[config.mk]
export PLATFORM = sky130hd
export DESIGN_NAME = sorted_key_list
export DESIGN_NICKNAME = d
export VERILOG_FILES = /design/src/hdl/skl_pkg.sv /design/src/hdl/sorted_key_list.sv /design/src/hdl/skl_cmp.sv
export SDC_FILE = /design/constraint.sdc
export NUM_CORES = 1
export LEC_CHECK = 0
export BUFFER_PORTS_ARGS = -buffer_cell sky130_fd_sc_hd__buf_2
export CAP_MARGIN = 5
export CORE_MARGIN = 5
export CORE_UTILIZATION = 55
export CTS_CLUSTER_DIAMETER = 60
export DETAILED_ROUTE_END_ITERATION = 10
export PLACE_DENSITY = 0.83
export SLEW_MARGIN = 25
export SYNTH_ARGS = -nofsm -noshare
export SYNTH_HDL_FRONTEND = slang
export SYNTH_HIERARCHICAL = 1
export SYNTH_SLANG_ARGS = --single-unit
[constraint.sdc]
create_clock -name aclk -period 7.34 [get_ports aclk]
set_clock_uncertainty 0.15 [all_clocks]
set_input_delay 1.101 -clock aclk [delete_from_list [all_inputs] [get_ports aclk]]
set_output_delay 1.101 -clock aclk [all_outputs]
set_load 0.02 [all_outputs]
[src/hdl/skl_pkg.sv]
// skl_pkg: shared types, widths and codes for the sorted key list.
// Used by skl_cmp and sorted_key_list; depends on nothing.

package skl_pkg;

    localparam int DEPTH   = 16;
    localparam int KEY_W   = 32;
    localparam int IDX_W   = (DEPTH > 1) ? $clog2(DEPTH) : 1;
    localparam int CNT_W   = $clog2(DEPTH + 1);
    localparam int OP_W    = 2;
    localparam int STAT_W  = 2;
    localparam int ENTRY_W = 5;
    localparam int IN_W    = 40;
    localparam int OUT_W   = 40;

    // opcodes
    localparam logic [OP_W-1:0] OP_INSERT = 2'd0;
    localparam logic [OP_W-1:0] OP_DELETE = 2'd1;
    localparam logic [OP_W-1:0] OP_DUMP   = 2'd2;

    // result status codes
    localparam logic [STAT_W-1:0] ST_OK        = 2'd0;
    localparam logic [STAT_W-1:0] ST_FULL      = 2'd1;
    localparam logic [STAT_W-1:0] ST_NOT_FOUND = 2'd2;
    localparam logic [STAT_W-1:0] ST_EMPTY     = 2'd3;

    // compare unit flags
    typedef struct packed {
        logic less;   // a < b, signed
        logic equal;  // a == b
    } skl_cmp_t;

    // sequencer states, one-hot
    typedef enum logic [4:0] {
        S_IDLE  = 5'b00001,
        S_START = 5'b00010,
        S_READ  = 5'b00100,
        S_EXEC  = 5'b01000,
        S_PLACE = 5'b10000
    } skl_state_t;

    // entry count as carried on the result bus (modulo 32)
    function automatic logic [ENTRY_W-1:0] cnt_to_field(input logic [CNT_W-1:0] c);
        cnt_to_field = ENTRY_W'(c);
    endfunction

endpackage

[src/hdl/sorted_key_list.sv]
// sorted_key_list: bounded table of signed keys kept in ascending order.
// Depends on skl_pkg and skl_cmp.
//
//  channel | ports                      | payload
//  --------+----------------------------+------------------------------------------
//  input   | s_tvalid s_tready s_tdata  | [1:0] opcode, [33:2] key, [39:34] zero
//  result  | m_tvalid m_tready m_tdata  | [1:0] status, [33:2] key_out,
//          | m_tlast                    | [38:34] entry_count, [39] zero; tlast=last
//
// Sequence: an item is taken only in idle, then a start state for setup and, per
// table entry visited, a read state then an exec state (compare/move) through
// the single memory read port and the one shared comparator, then back to idle.
// Delete and dump visit every stored entry; insert walks down from the top entry
// to the first smaller one, plus one place state when the key lands in the bottom
// slot.
// Reset clears the count, the sequencer, the found flag and the result valid
// only; the key memory is never cleared and is read only below the count.
// A stalled result bus holds the sequencer at its next result; nothing is lost.

module sorted_key_list (
    input  logic                       aclk,
    input  logic                       aresetn,
    input  logic                       s_tvalid,
    output logic                       s_tready,
    input  logic [skl_pkg::IN_W-1:0]   s_tdata,   // opcode, key
    output logic                       m_tvalid,
    input  logic                       m_tready,
    output logic [skl_pkg::OUT_W-1:0]  m_tdata,   // status, key_out, entry_count
    output logic                       m_tlast
);

    localparam int KW = skl_pkg::KEY_W;
    localparam int IW = skl_pkg::IDX_W;
    localparam int CW = skl_pkg::CNT_W;

    // key memory: one write, one registered read
    logic [KW-1:0] mem [skl_pkg::DEPTH];

    skl_pkg::skl_state_t state_reg, state_next;
    logic [skl_pkg::OP_W-1:0]    op_reg, op_next;
    logic signed [KW-1:0]        key_reg, key_next;
    logic [IW-1:0]               idx_reg, idx_next;
    logic                        found_reg, found_next;
    logic [CW-1:0]               count_reg, count_next;
    logic signed [KW-1:0]        rd_data_reg;

    logic                        mem_we;
    logic [IW-1:0]               mem_waddr;
    logic [KW-1:0]               mem_wdata;

    // result register
    logic                        out_valid_reg;
    logic [skl_pkg::STAT_W-1:0]  out_status_reg;
    logic [KW-1:0]               out_key_reg;
    logic [skl_pkg::ENTRY_W-1:0] out_count_reg;
    logic                        out_last_reg;

    logic                        out_free;
    logic                        out_load;
    logic [skl_pkg::STAT_W-1:0]  res_status;
    logic [KW-1:0]               res_key;
    logic                        res_last;
    logic                        last_idx;
    logic                        hit;

    skl_pkg::skl_cmp_t           cmp;

    // the one comparator: stored entry against the item's key
    skl_cmp u_cmp (
        .a     (rd_data_reg),
        .b     (key_reg),
        .flags (cmp)
    );

    assign out_free = !out_valid_reg || m_tready;
    assign s_tready = (state_reg == skl_pkg::S_IDLE);
    assign last_idx = ((CW'(idx_reg) + CW'(1)) == count_reg);
    assign hit      = found_reg || cmp.equal;

    always_comb begin
        state_next = state_reg;
        op_next    = op_reg;
        key_next   = key_reg;
        idx_next   = idx_reg;
        found_next = found_reg;
        count_next = count_reg;
        mem_we     = 1'b0;
        mem_waddr  = idx_reg;
        mem_wdata  = key_reg;
        out_load   = 1'b0;
        res_status = skl_pkg::ST_OK;
        res_key    = key_reg;
        res_last   = 1'b1;

        case (state_reg)
            skl_pkg::S_IDLE: begin
                if (s_tvalid) begin
                    op_next    = s_tdata[1:0];
                    key_next   = s_tdata[33:2];
                    state_next = skl_pkg::S_START;
                end
            end

            skl_pkg::S_START: begin
                case (op_reg)
                    skl_pkg::OP_INSERT: begin
                        if (count_reg >= CW'(skl_pkg::DEPTH)) begin
                            if (out_free) begin
                                out_load   = 1'b1;
                                res_status = skl_pkg::ST_FULL;
                                state_next = skl_pkg::S_IDLE;
                            end
                        end else if (count_reg == '0) begin
                            state_next = skl_pkg::S_PLACE;
                        end else begin
                            // walk down from the top entry
                            idx_next   = IW'(count_reg - CW'(1));
                            state_next = skl_pkg::S_READ;
                        end
                    end
                    skl_pkg::OP_DELETE: begin
                        if (count_reg == '0) begin
                            if (out_free) begin
                                out_load   = 1'b1;
                                res_status = skl_pkg::ST_NOT_FOUND;
                                state_next = skl_pkg::S_IDLE;
                            end
                        end else begin
                            idx_next   = '0;
                            found_next = 1'b0;
                            state_next = skl_pkg::S_READ;
                        end
                    end
                    skl_pkg::OP_DUMP: begin
                        if (count_reg == '0) begin
                            if (out_free) begin
                                out_load   = 1'b1;
                                res_status = skl_pkg::ST_EMPTY;
                                state_next = skl_pkg::S_IDLE;
                            end
                        end else begin
                            idx_next   = '0;
                            state_next = skl_pkg::S_READ;
                        end
                    end
                    default: begin
                        state_next = skl_pkg::S_IDLE;
                    end
                endcase
            end

            skl_pkg::S_READ: begin
                state_next = skl_pkg::S_EXEC;
            end

            skl_pkg::S_EXEC: begin
                case (op_reg)
                    skl_pkg::OP_INSERT: begin
                        if (cmp.less) begin
                            // slot found just above this entry
                            if (out_free) begin
                                mem_we     = 1'b1;
                                mem_waddr  = idx_reg + IW'(1);
                                mem_wdata  = key_reg;
                                count_next = count_reg + CW'(1);
                                out_load   = 1'b1;
                                state_next = skl_pkg::S_IDLE;
                            end
                        end else begin
                            // entry not smaller: move it up one place
                            mem_we    = 1'b1;
                            mem_waddr = idx_reg + IW'(1);
                            mem_wdata = rd_data_reg;
                            if (idx_reg == '0) begin
                                state_next = skl_pkg::S_PLACE;
                            end else begin
                                idx_next   = idx_reg - IW'(1);
                                state_next = skl_pkg::S_READ;
                            end
                        end
                    end
                    skl_pkg::OP_DELETE: begin
                        if (!last_idx || out_free) begin
                            // entries after the first match close the gap
                            if (found_reg) begin
                                mem_we    = 1'b1;
                                mem_waddr = idx_reg - IW'(1);
                                mem_wdata = rd_data_reg;
                            end
                            found_next = hit;
                            if (last_idx) begin
                                out_load = 1'b1;
                                if (hit) begin
                                    count_next = count_reg - CW'(1);
                                end else begin
                                    res_status = skl_pkg::ST_NOT_FOUND;
                                end
                                state_next = skl_pkg::S_IDLE;
                            end else begin
                                idx_next   = idx_reg + IW'(1);
                                state_next = skl_pkg::S_READ;
                            end
                        end
                    end
                    skl_pkg::OP_DUMP: begin
                        if (out_free) begin
                            out_load = 1'b1;
                            res_key  = rd_data_reg;
                            res_last = last_idx;
                            if (last_idx) begin
                                state_next = skl_pkg::S_IDLE;
                            end else begin
                                idx_next   = idx_reg + IW'(1);
                                state_next = skl_pkg::S_READ;
                            end
                        end
                    end
                    default: begin
                        state_next = skl_pkg::S_IDLE;
                    end
                endcase
            end

            skl_pkg::S_PLACE: begin
                // key goes to the bottom slot
                if (out_free) begin
                    mem_we     = 1'b1;
                    mem_waddr  = '0;
                    mem_wdata  = key_reg;
                    count_next = count_reg + CW'(1);
                    out_load   = 1'b1;
                    state_next = skl_pkg::S_IDLE;
                end
            end

            default: begin
                state_next = skl_pkg::S_IDLE;
            end
        endcase
    end

    // key memory
    always_ff @(posedge aclk) begin
        if (mem_we) begin
            mem[mem_waddr] <= mem_wdata;
        end
        if (state_reg == skl_pkg::S_READ) begin
            rd_data_reg <= mem[idx_reg];
        end
    end

    // sequencer and table state
    always_ff @(posedge aclk) begin
        if (!aresetn) begin
            state_reg <= skl_pkg::S_IDLE;
            count_reg <= '0;
            found_reg <= 1'b0;
        end else begin
            state_reg <= state_next;
            count_reg <= count_next;
            found_reg <= found_next;
        end
        op_reg  <= op_next;
        key_reg <= key_next;
        idx_reg <= idx_next;
    end

    // result register
    always_ff @(posedge aclk) begin
        if (!aresetn) begin
            out_valid_reg <= 1'b0;
        end else if (out_load) begin
            out_valid_reg <= 1'b1;
        end else if (m_tready) begin
            out_valid_reg <= 1'b0;
        end
        if (out_load) begin
            out_status_reg <= res_status;
            out_key_reg    <= res_key;
            out_count_reg  <= skl_pkg::cnt_to_field(count_next);
            out_last_reg   <= res_last;
        end
    end

    assign m_tvalid = out_valid_reg;
    assign m_tdata  = {1'b0, out_count_reg, out_key_reg, out_status_reg};
    assign m_tlast  = out_last_reg;

endmodule

[src/hdl/skl_cmp.sv]
// skl_cmp: the shared signed key comparator of the sorted key list.
// Depends on skl_pkg.

module skl_cmp (
    input  logic signed [skl_pkg::KEY_W-1:0] a,
    input  logic signed [skl_pkg::KEY_W-1:0] b,
    output skl_pkg::skl_cmp_t                flags
);

    always_comb begin
        flags.less  = (a < b);
        flags.equal = (a == b);
    end

endmodule

# Word-level counts from Yosys, hierarchy flattened
# Memories as Yosys holds them, arrays and structs flattened. A register that Yosys moved wholly into a read port is not among the register bits.
# Index checks and enable logic that the tools add are counted.
# classes
n_addsub	5
order_cmp	2
eq_ne	23
mux	81
reduce_logical	16
# ops
op	count
two-way mux 32 bit	7
two-way mux 5 bit	14
one-hot mux 32 bit (2 select lines)	1
two-way mux 4 bit	13
equality test 32 bit	1
< comparator 32 bit	1
one-hot mux 4 bit (2 select lines)	4
one-hot mux 5 bit (2 select lines)	3
one-hot mux 5 bit (5 select lines)	1
inequality test 3 bit (second input constant)	8
two-way mux 1 bit	19
two-way mux 2 bit	8
one-hot mux 5 bit (3 select lines)	1
one-hot mux 4 bit (3 select lines)	1
AND reduction 10 bit	1
inequality test 2 bit (second input constant)	4
one-hot mux 1 bit (2 select lines)	4
one-hot mux 1 bit (3 select lines)	2
one-hot mux 2 bit (3 select lines)	1
AND reduction 3 bit	2
adder 4 x 1 -> 5 bit (second input constant)	1
adder 5 x 1 -> 5 bit (second input constant)	1
equality test 5 x 1 -> 1 bit (second input constant)	1
equality test 5 x 2 -> 1 bit (second input constant)	1
23 further kinds	27
# totals
register_bits	90
ramBits	512
input_bits	44
out_inout_bits	43
n_memories	1
# mem_list
name	words	word_bits	rd	rd_clocked_by_memory_dff	wr	line	rtl
mem	16	32	1	1	1	sorted_key_list.sv:37	logic [KW-1:0] mem [skl_pkg::DEPTH];

# Logic depth before layout (Yosys ltp)
# Gate-level depths: netlist (run 1).
# logic_depth
depth_word	9
depth_mapped	16
mapped_depth_nobuf	14

# Modules after synthesis
# The synthesis (run 1) kept the hierarchy.
# by_module_without_submodules
mod	n_inst	cells_per_inst	area_per_inst_um2	seq_area_each_um2
sorted_key_list	1	1228	25300.5	18918.1
skl_cmp	1	113	820.8	0.0

# Least setup slack after synthesis (run 1)
# No wires, ideal clock.
# synth_path
path_kind	flip-flop to flip-flop
start	register idx_reg[1]
end	memory mem[0][0] in the netlist's numbering (enable)
setup_time_ns	0.502
arrival_time_ns	6.187
required_time_ns	6.688
setup_slack_ns	0.501
path_stages_with_launch	13
n_path_buf	3
synth_period_minus_slack_ns	6.839
path_cell_list	edfxtp_1 clkbuf_1 clkbuf_1 clkbuf_1 inv_1 ha_1 xor2_1 a211o_1 a211oi_4 a21oi_2 and3b_4 or3_4 nor4_1
# synth_between
elab_chain_cells	9
elab_cells_between_ends	18
classes_between	add/sub: 3; eq/ne: 1; mux: 12; reduce/logical: 2
# synth_lines
item	line	rtl
start, declared	sorted_key_list.sv:42	logic [IW-1:0] idx_reg, idx_next;
start signal, assigned	sorted_key_list.sv:265	idx_reg <= idx_next;
adder 4 x 1 -> 5 bit	sorted_key_list.sv:77	assign last_idx = ((CW'(idx_reg) + CW'(1)) == count_reg);
equality test 5 bit	sorted_key_list.sv:77	
zero test 1 bit	sorted_key_list.sv:183	if (!last_idx || out_free) begin
logical OR 1 bit	sorted_key_list.sv:183	
two-way mux 1 bit	sorted_key_list.sv:183	
one-hot mux 1 bit (2 select lines)	sorted_key_list.sv:157	case (op_reg)
one-hot mux 1 bit (2 select lines)	sorted_key_list.sv:95	case (state_reg)
two-way mux 1 bit	sorted_key_list.sv:244	if (mem_we) begin
two-way mux 1 bit (not written as such)	sorted_key_list.sv:245	mem[mem_waddr] <= mem_wdata;
end, declared	sorted_key_list.sv:37	
# Several ways; a longest one is shown, not always the timed one.

==> results of run 1 <==
worst min-delay path by stage:
stage | depth (start not counted) | slack [ns] | endpoint | start
3_3_place_gp | 1 | 0.45 | out_key_reg[5] | key_reg[5]
2_1_floorplan | 1 | 0.43 | out_key_reg[10] | key_reg[10]
3_5_place_dp | 1 | 0.46 | out_key_reg[20] | rd_data_reg[20]
6_report | 1 | 0.47 | out_key_reg[25] | key_reg[25]
5_1_grt | 1 | 0.46 | key_reg[9] | s_tdata[11]
4_1_cts | 1 | 0.46 | key_reg[7] | s_tdata[9]
cells in the final DEF, fill, tap and decap left out, drive strengths merged, types with 8 or more instances in the layout:
| cell type | count |
|---|---|
| a22o | 33 |
| xnor2 | 8 |
| buf | 113 |
| nand3 | 22 |
| o21ai | 21 |
| a21oi | 36 |
| inv | 52 |
| nor4 | 8 |
| nand4 | 11 |
| dfxtp | 12 |
| clkbuf | 68 |
| o22ai | 10 |
| nor3 | 18 |
| mux4 | 160 |
| nor2 | 31 |
| edfxtp | 622 |
| ha | 41 |
| nand2 | 34 |
| mux2 | 32 |
| a211oi | 8 |
| and2 | 8 |
| a31oi | 9 |
| clkinv | 32 |
report_power, final:
group / internal [uW] / switching, uW / total [uW]
sequential: 4010 / 20.2 / 4030
combinational: 65.9 / 142 / 208
clock: 1740 / 1360 / 3100
total: 5820 / 1520 / 7340
layer usage:
layer / GRT usage / up-vias / wire length [um]
met5: 0 / - / 0
met4: 0.07790 / 0 / 2180
met3: 0.04522 / 155 / 5983
met2: 0.4047 / 944 / 32010
met1: 0.3234 / 7292 / 23020
li1: - / 5748 / -
cells by family (layout without fill, tap and decap cells):
logic type	Yosys count	in the layout	synth area share
other	1	1	0.0001436
flip-flops	634	634	0.7242
multiplexers	196	196	0.1533
buffers and inverters	122	273	0.01830
XOR/XNOR	12	12	0.004024
adder cells (fa/ha/maj)	41	41	0.01964
AND/OR/NAND/NOR	170	170	0.03497
AO/OA/AOI/OAI	165	165	0.04541
final cells by class:
type	count	area, sq um
Fill cell	3015	17390
Clock inverter	45	426.7
Clock buffer	68	1553
Inverter	47	176.4
Multi-Input combinational cell	585	6832
Tap cell	607	759.5
Timing Repair Buffer	113	699.4
Sequential cell	634	18920
per-stage QoR:
stage                     hold slack [ns]  utilization
final                              0.4703       0.6281
after global routing               0.4622       0.6281
after CTS                          0.4609       0.6278
after detailed placement           0.4585       0.5854
after global placement             0.4513       0.5852
after floorplan                    0.4261            -
==> run metrics, run 1 <==
status=finished, final reports clean; final HPWL from detailed placement=32,780 um; post-synth top area cell=edfxtp_1; unrepaired setup endpoints after global routing=false; iteration count of the initial detailed-routing pass=7; largest cells by area after synthesis=edfxtp_1 72%, mux4_2 14%, ha_1 2.0%; total number of yosys warnings=6; fin crit period=5.918 ns; row cnt=79; GRT overflow=0; CTS-repair resized insts=0; Synth top area share=0.7150; sequential fraction of the synthesis area=0.7242; GPL Wtd Cong=0.8998; share of layout cells above drive strength 1=0.2902; Top reg by flops=mem; core area=46,750 sq um; Layout area overhead=12.42%; Max Cap Viol=0; HP Class=flip-flop to flip-flop; die area=51,950 sq um; Cells after Synth=1,341; vias in the first global route=14.33k; fin crit share=0.8063; Worst setup EP type=flip-flop; Placed Cells=1,986; max reg flops=512; register bit total from synthesis=634; most frequent cell after synthesis=edfxtp_1; Synth cell types=72; first-pass GRT wire length=93,830 um; Worst path depth=14; Crit Path Max Fanout=23; critical-path cell list=ha_1 > a21oi_1 > o21ai_0 > a221oi_1 > o2111ai_1 > o22ai_2 > nand3b_1 > nand2b_1 > a31oi_1 > o22a_1 > and3b_1 > nor4_1 > and3b_2 > buf_4; CTS hold repair buffers=0; endpoints failing hold=0; clk buf depth=3; worst r2r src=rd_data_reg[19]; number of diodes=0; drt via density=6.736; Data arrival, critical path=6.08 ns; drt total wl=63,190 um; setup ws final=1.422 ns; Req. time, crit path=7.50 ns; pin count of the biggest net entering global routing=77; CP startpoint=rd_data_reg[19]; Initial Util=0.5587; die width=227.9 um; FMAX=0.1690 GHz; maximum vdd drop=0.2014 mV; startpoint types=flip-flop; r2r endpoint=mem[11][31]; Port Buffers=79; # Post-CTS Setup Buffers=0; Rel. slew slack=0.3146; reg2reg path depth=14; chip height=227.9 um; GRT Util Overall=0.2403; Post-DRT Antenna Nets=0; Tot Pwr=7341 uW; most common library cells after synthesis=622 x edfxtp_1, 160 x mux4_2, 47 x clkbuf_1, 46 x inv_1, 41 x ha_1; total CTS buffers=61; Clock Tree Root=clkbuf_16; crit path kind=flip-flop to flip-flop; Leak=0.009672 uW; reg2reg setup slack=1.42 ns; Num Clock Sinks=634; initial antenna violation count=0; Initial DRC Count=1,641; post-route insts no fill=2,099; crit path to=mem[11][31]; Synth Flop Type=edfxtp_1; CP bufs+invs=1; worst-margin pin slew=1.019 ns; DRC viols=0; CTS tree=built; Nets=1,527; Final TNS setup=0 ns; Clock transition at path regs=0.06 ns; Final Max Slew Viols=0; worst-skew pair later-pin latency=0.64 ns; Synth async-reset ratio=0; post-place setup slack=1.591 ns; CP max stage delay=0.87 ns; I/O pin total=87; H-tree levels=2; net count of the mapped netlist=1,426; Final setup viols=0; Crit-path slowest cell=and3b_2; P per Cell Area=250.0 nW/um^2; CP top delay family=simple AND/OR/NAND/NOR gates; Placed Area=27,370 sq um; mapped cell area=26,120 sq um; finished layout cell area=29,360 sq um; total via count after detailed routing=14.14k; number of synthesized flops with an enable pin=622; syn_area_per_cell=19.48 sq um; WL/cell=30.10 um
(Power assumes the default switching activity.)
==> run 2: changes to the inputs <==
--- a/config.mk
+++ b/config.mk
@@ -11,7 +11,7 @@
 export CORE_UTILIZATION = 55
 export CTS_CLUSTER_DIAMETER = 60
 export DETAILED_ROUTE_END_ITERATION = 10
-export PLACE_DENSITY = 0.83
+export PLACE_DENSITY = 0.8
 export SLEW_MARGIN = 25
 export SYNTH_ARGS = -nofsm -noshare
 export SYNTH_HDL_FRONTEND = slang
==> constraint.sdc (replaced) <==
create_clock -name aclk -period 5.7 [get_ports aclk]
set_clock_uncertainty 0.15 [all_clocks]
set_input_delay 0.855 -clock aclk [delete_from_list [all_inputs] [get_ports aclk]]
set_output_delay 0.855 -clock aclk [all_outputs]
set_load 0.02 [all_outputs]
==> run 2 against run 1 <==
Core utilization is 0.90 points higher. Cell area is 1.4% higher. Total power is 31% higher. Wire length is 1.2% lower. Global-route usage is 0.092 points lower. Count of clock-buffer cells in the layout is 11 higher. Sequential share of layout area is 0.91 points lower. Fmax is 16% higher. Critical path type unchanged. Largest power group unchanged.
==> run metrics, run 2 (same netlist as run 1, synthesis figures left out) <==
Leak=0.009839 uW (+1.7%); max reg flops=512 (unchanged); worst-skew pair later-pin latency=0.61 ns (-0.03 ns); NetSw=2014 uW (+33%); Clock Tree Root=clkbuf_16; Num Clock Sinks=634 (unchanged); Final setup viols=0 (unchanged); sequential power share=0.539 (-0.011); Crit-path slowest cell=and3b_2; vias in the first global route=14.24k (-0.64%); row cnt=79 (unchanged); HP Class=input pin to flip-flop; Initial Util=0.5587 (unchanged); reg2reg setup slack=0.58 ns (-0.84 ns); Layout area overhead=14.02%; H-tree levels=3 (+1); maximum vdd drop=0.2353 mV (+17%); Final TNS setup=0 ns (unchanged); Nets=1,547 (+1.3%); finished layout cell area=29,780 sq um (+1.4%); Rel. slew slack=0.3446 (+0.02998); initial antenna violation count=0 (unchanged); CP startpoint=rd_data_reg[5]; Gate power share=0.028 (about the same); Worst path depth=14 (unchanged); Initial DRC Count=1,747 (+6.5%); GR Util met2=0.3952 (-0.009572); Final Max Slew Viols=0 (unchanged); GPL Wtd Cong=0.8988 (-0.11%); Top reg by flops=mem; unrepaired setup endpoints after global routing=false; endpoints failing hold=0 (unchanged); worst r2r src=rd_data_reg[5]; Req. time, crit path=5.84 ns (-1.66 ns); Max Cap Viol=0 (unchanged); commonest cells after routing, fill and taps aside=622 x edfxtp_1, 160 x mux4_2, 79 x buf_2; number of diodes=0 (unchanged); WL/cell=29.44 um (-2.2%); drt via density=6.645 (-1.3%); CP max stage delay=0.53 ns (-0.34 ns); status=finished, final reports clean; CP bufs+invs=1 (unchanged); CP top delay family=compound AO/OA/AOI/OAI gates; GRT Util Overall=0.2394 (-0.0009172); Port Buffers=79 (unchanged); Clock transition at path regs=0.06 ns (about the same); critical-path cell list=ha_1 > a21oi_1 > o21ai_0 > a221o_1 > o31a_1 > o22ai_2 > nand3b_1 > nand2b_1 > a31oi_1 > o22a_1 > and3b_1 > nor4_1 > and3b_2 > buf_12; r2r endpoint=mem[10][21]; Post-DRT Antenna Nets=0 (unchanged); Cell Int Power=7632 uW (+31%); hold_sp=s_tdata[18]; Placed Area=27,660 sq um (+1.1%); Data arrival, critical path=5.26 ns (-0.82 ns); post-route insts no fill=2,120 (+1.0%); Fillers=3,022 (+0.23%); worst-margin pin slew=0.9748 ns (-0.04459 ns); met3 Usage GRT=0.04497 (-0.0002484); first-pass GRT wire length=92,920 um (-0.97%); GRT overflow=0 (unchanged); startpoint types=flip-flop; core area=46,750 sq um (unchanged); total via count after detailed routing=14.09k (-0.36%); most common cell after layout, fill and taps aside=edfxtp_1; DRC viols=0 (unchanged); # Post-CTS Setup Buffers=0 (unchanged); Hold WS=0.2721 ns (-0.1982 ns); GR Util met1=0.3312 (+0.007834); final HPWL from detailed placement=32,900 um (+0.38%); I/O pin total=87 (unchanged); CTS hold repair buffers=0 (unchanged); crit path kind=flip-flop to flip-flop; switch share=0.2088 (+0.001951); reg2reg path depth=14 (unchanged); die width=227.9 um (unchanged); fin crit period=5.121 ns (-0.7978 ns); pin count of the biggest net entering global routing=113 (+47%); clock power share=0.434 (+0.012); Placed Cells=1,999 (+0.65%); Tot Pwr=9647 uW (+31%); Hold Crit Depth=1 (unchanged); grt peak-use layer=met2; FMAX=0.1953 GHz (+16%); fin crit share=0.8983 (+0.09203); drt total wl=62,420 um (-1.2%); CTS tree=built; total CTS buffers=67 (+9.8%); iteration count of the initial detailed-routing pass=6 (-1); chip height=227.9 um (unchanged); share of layout cells above drive strength 1=0.2987 (+0.008530); CTS-repair resized insts=0 (unchanged); Crit Path Max Fanout=19 (-17%); Worst setup EP type=flip-flop; P per Cell Area=323.9 nW/um^2 (+30%); die area=51,950 sq um (unchanged); Endpoint, Worst Hold=key_reg[16]; clk buf depth=3 (unchanged)
## run 2: area by class of cell
type / count / area, sq um / share of cell area
Multi-Input combinational cell: 585 / 6832 / 0.2294
Sequential cell: 634 / 18920 / 0.6352
Inverter: 47 / 176.4 / 0.005923
Clock buffer: 79 / 1764 / 0.05923
Tap cell: 607 / 759.5 / 0.02550
Clock inverter: 41 / 340.3 / 0.01143
Timing Repair Buffer: 127 / 993.5 / 0.03336
## run 2: routing by layer
layer | routed length [um] | part of all wire
met2 | 31380 | 0.50
met4 | 1727 | 0.028
met3 | 5816 | 0.093
met5 | 0 | 0
met1 | 23500 | 0.38
## run 2: worst max path at each step
stage	end	slack, ns
6_report	mem[10][21]	0.58
5_1_grt	mem[0][20]	0.22
4_1_cts	mem[10][21]	0.62
3_5_place_dp	mem[0][20]	0.74
3_3_place_gp	mem[1][23]	0.85
2_1_floorplan	mem[0][0]	-1.14
## run 2: worst register-to-register path, cell delays in order, from the launching register on
cell and delay, ns:
edfxtp_1 0.44, ha_1 0.35, a21oi_1 0.21, o21ai_0 0.15, a221o_1 0.40, o31a_1 0.38, o22ai_2 0.35, nand3b_1 0.39
nand2b_1 0.17, a31oi_1 0.10, o22a_1 0.24, and3b_1 0.25, nor4_1 0.44, and3b_2 0.53, buf_12 0.25
## run 2: stage by stage
stage,util,setup WS [ns]
floorplan,-,-1.139
global placement,0.5916,0.8520
detailed placement,0.5916,0.7401
CTS,0.6366,0.6208
global route,0.6370,0.2192
finish,0.6370,0.5795
## run 2: power by group through the flow
stage	combinational, uW	sequential [uW]	clock, uW
6_report	270	5190	4180
5_1_grt	293	5190	4470
4_1_cts	268	5190	4240
3_5_place_dp	263	5290	0
3_3_place_gp	249	5290	0
2_1_floorplan	169	5280	0
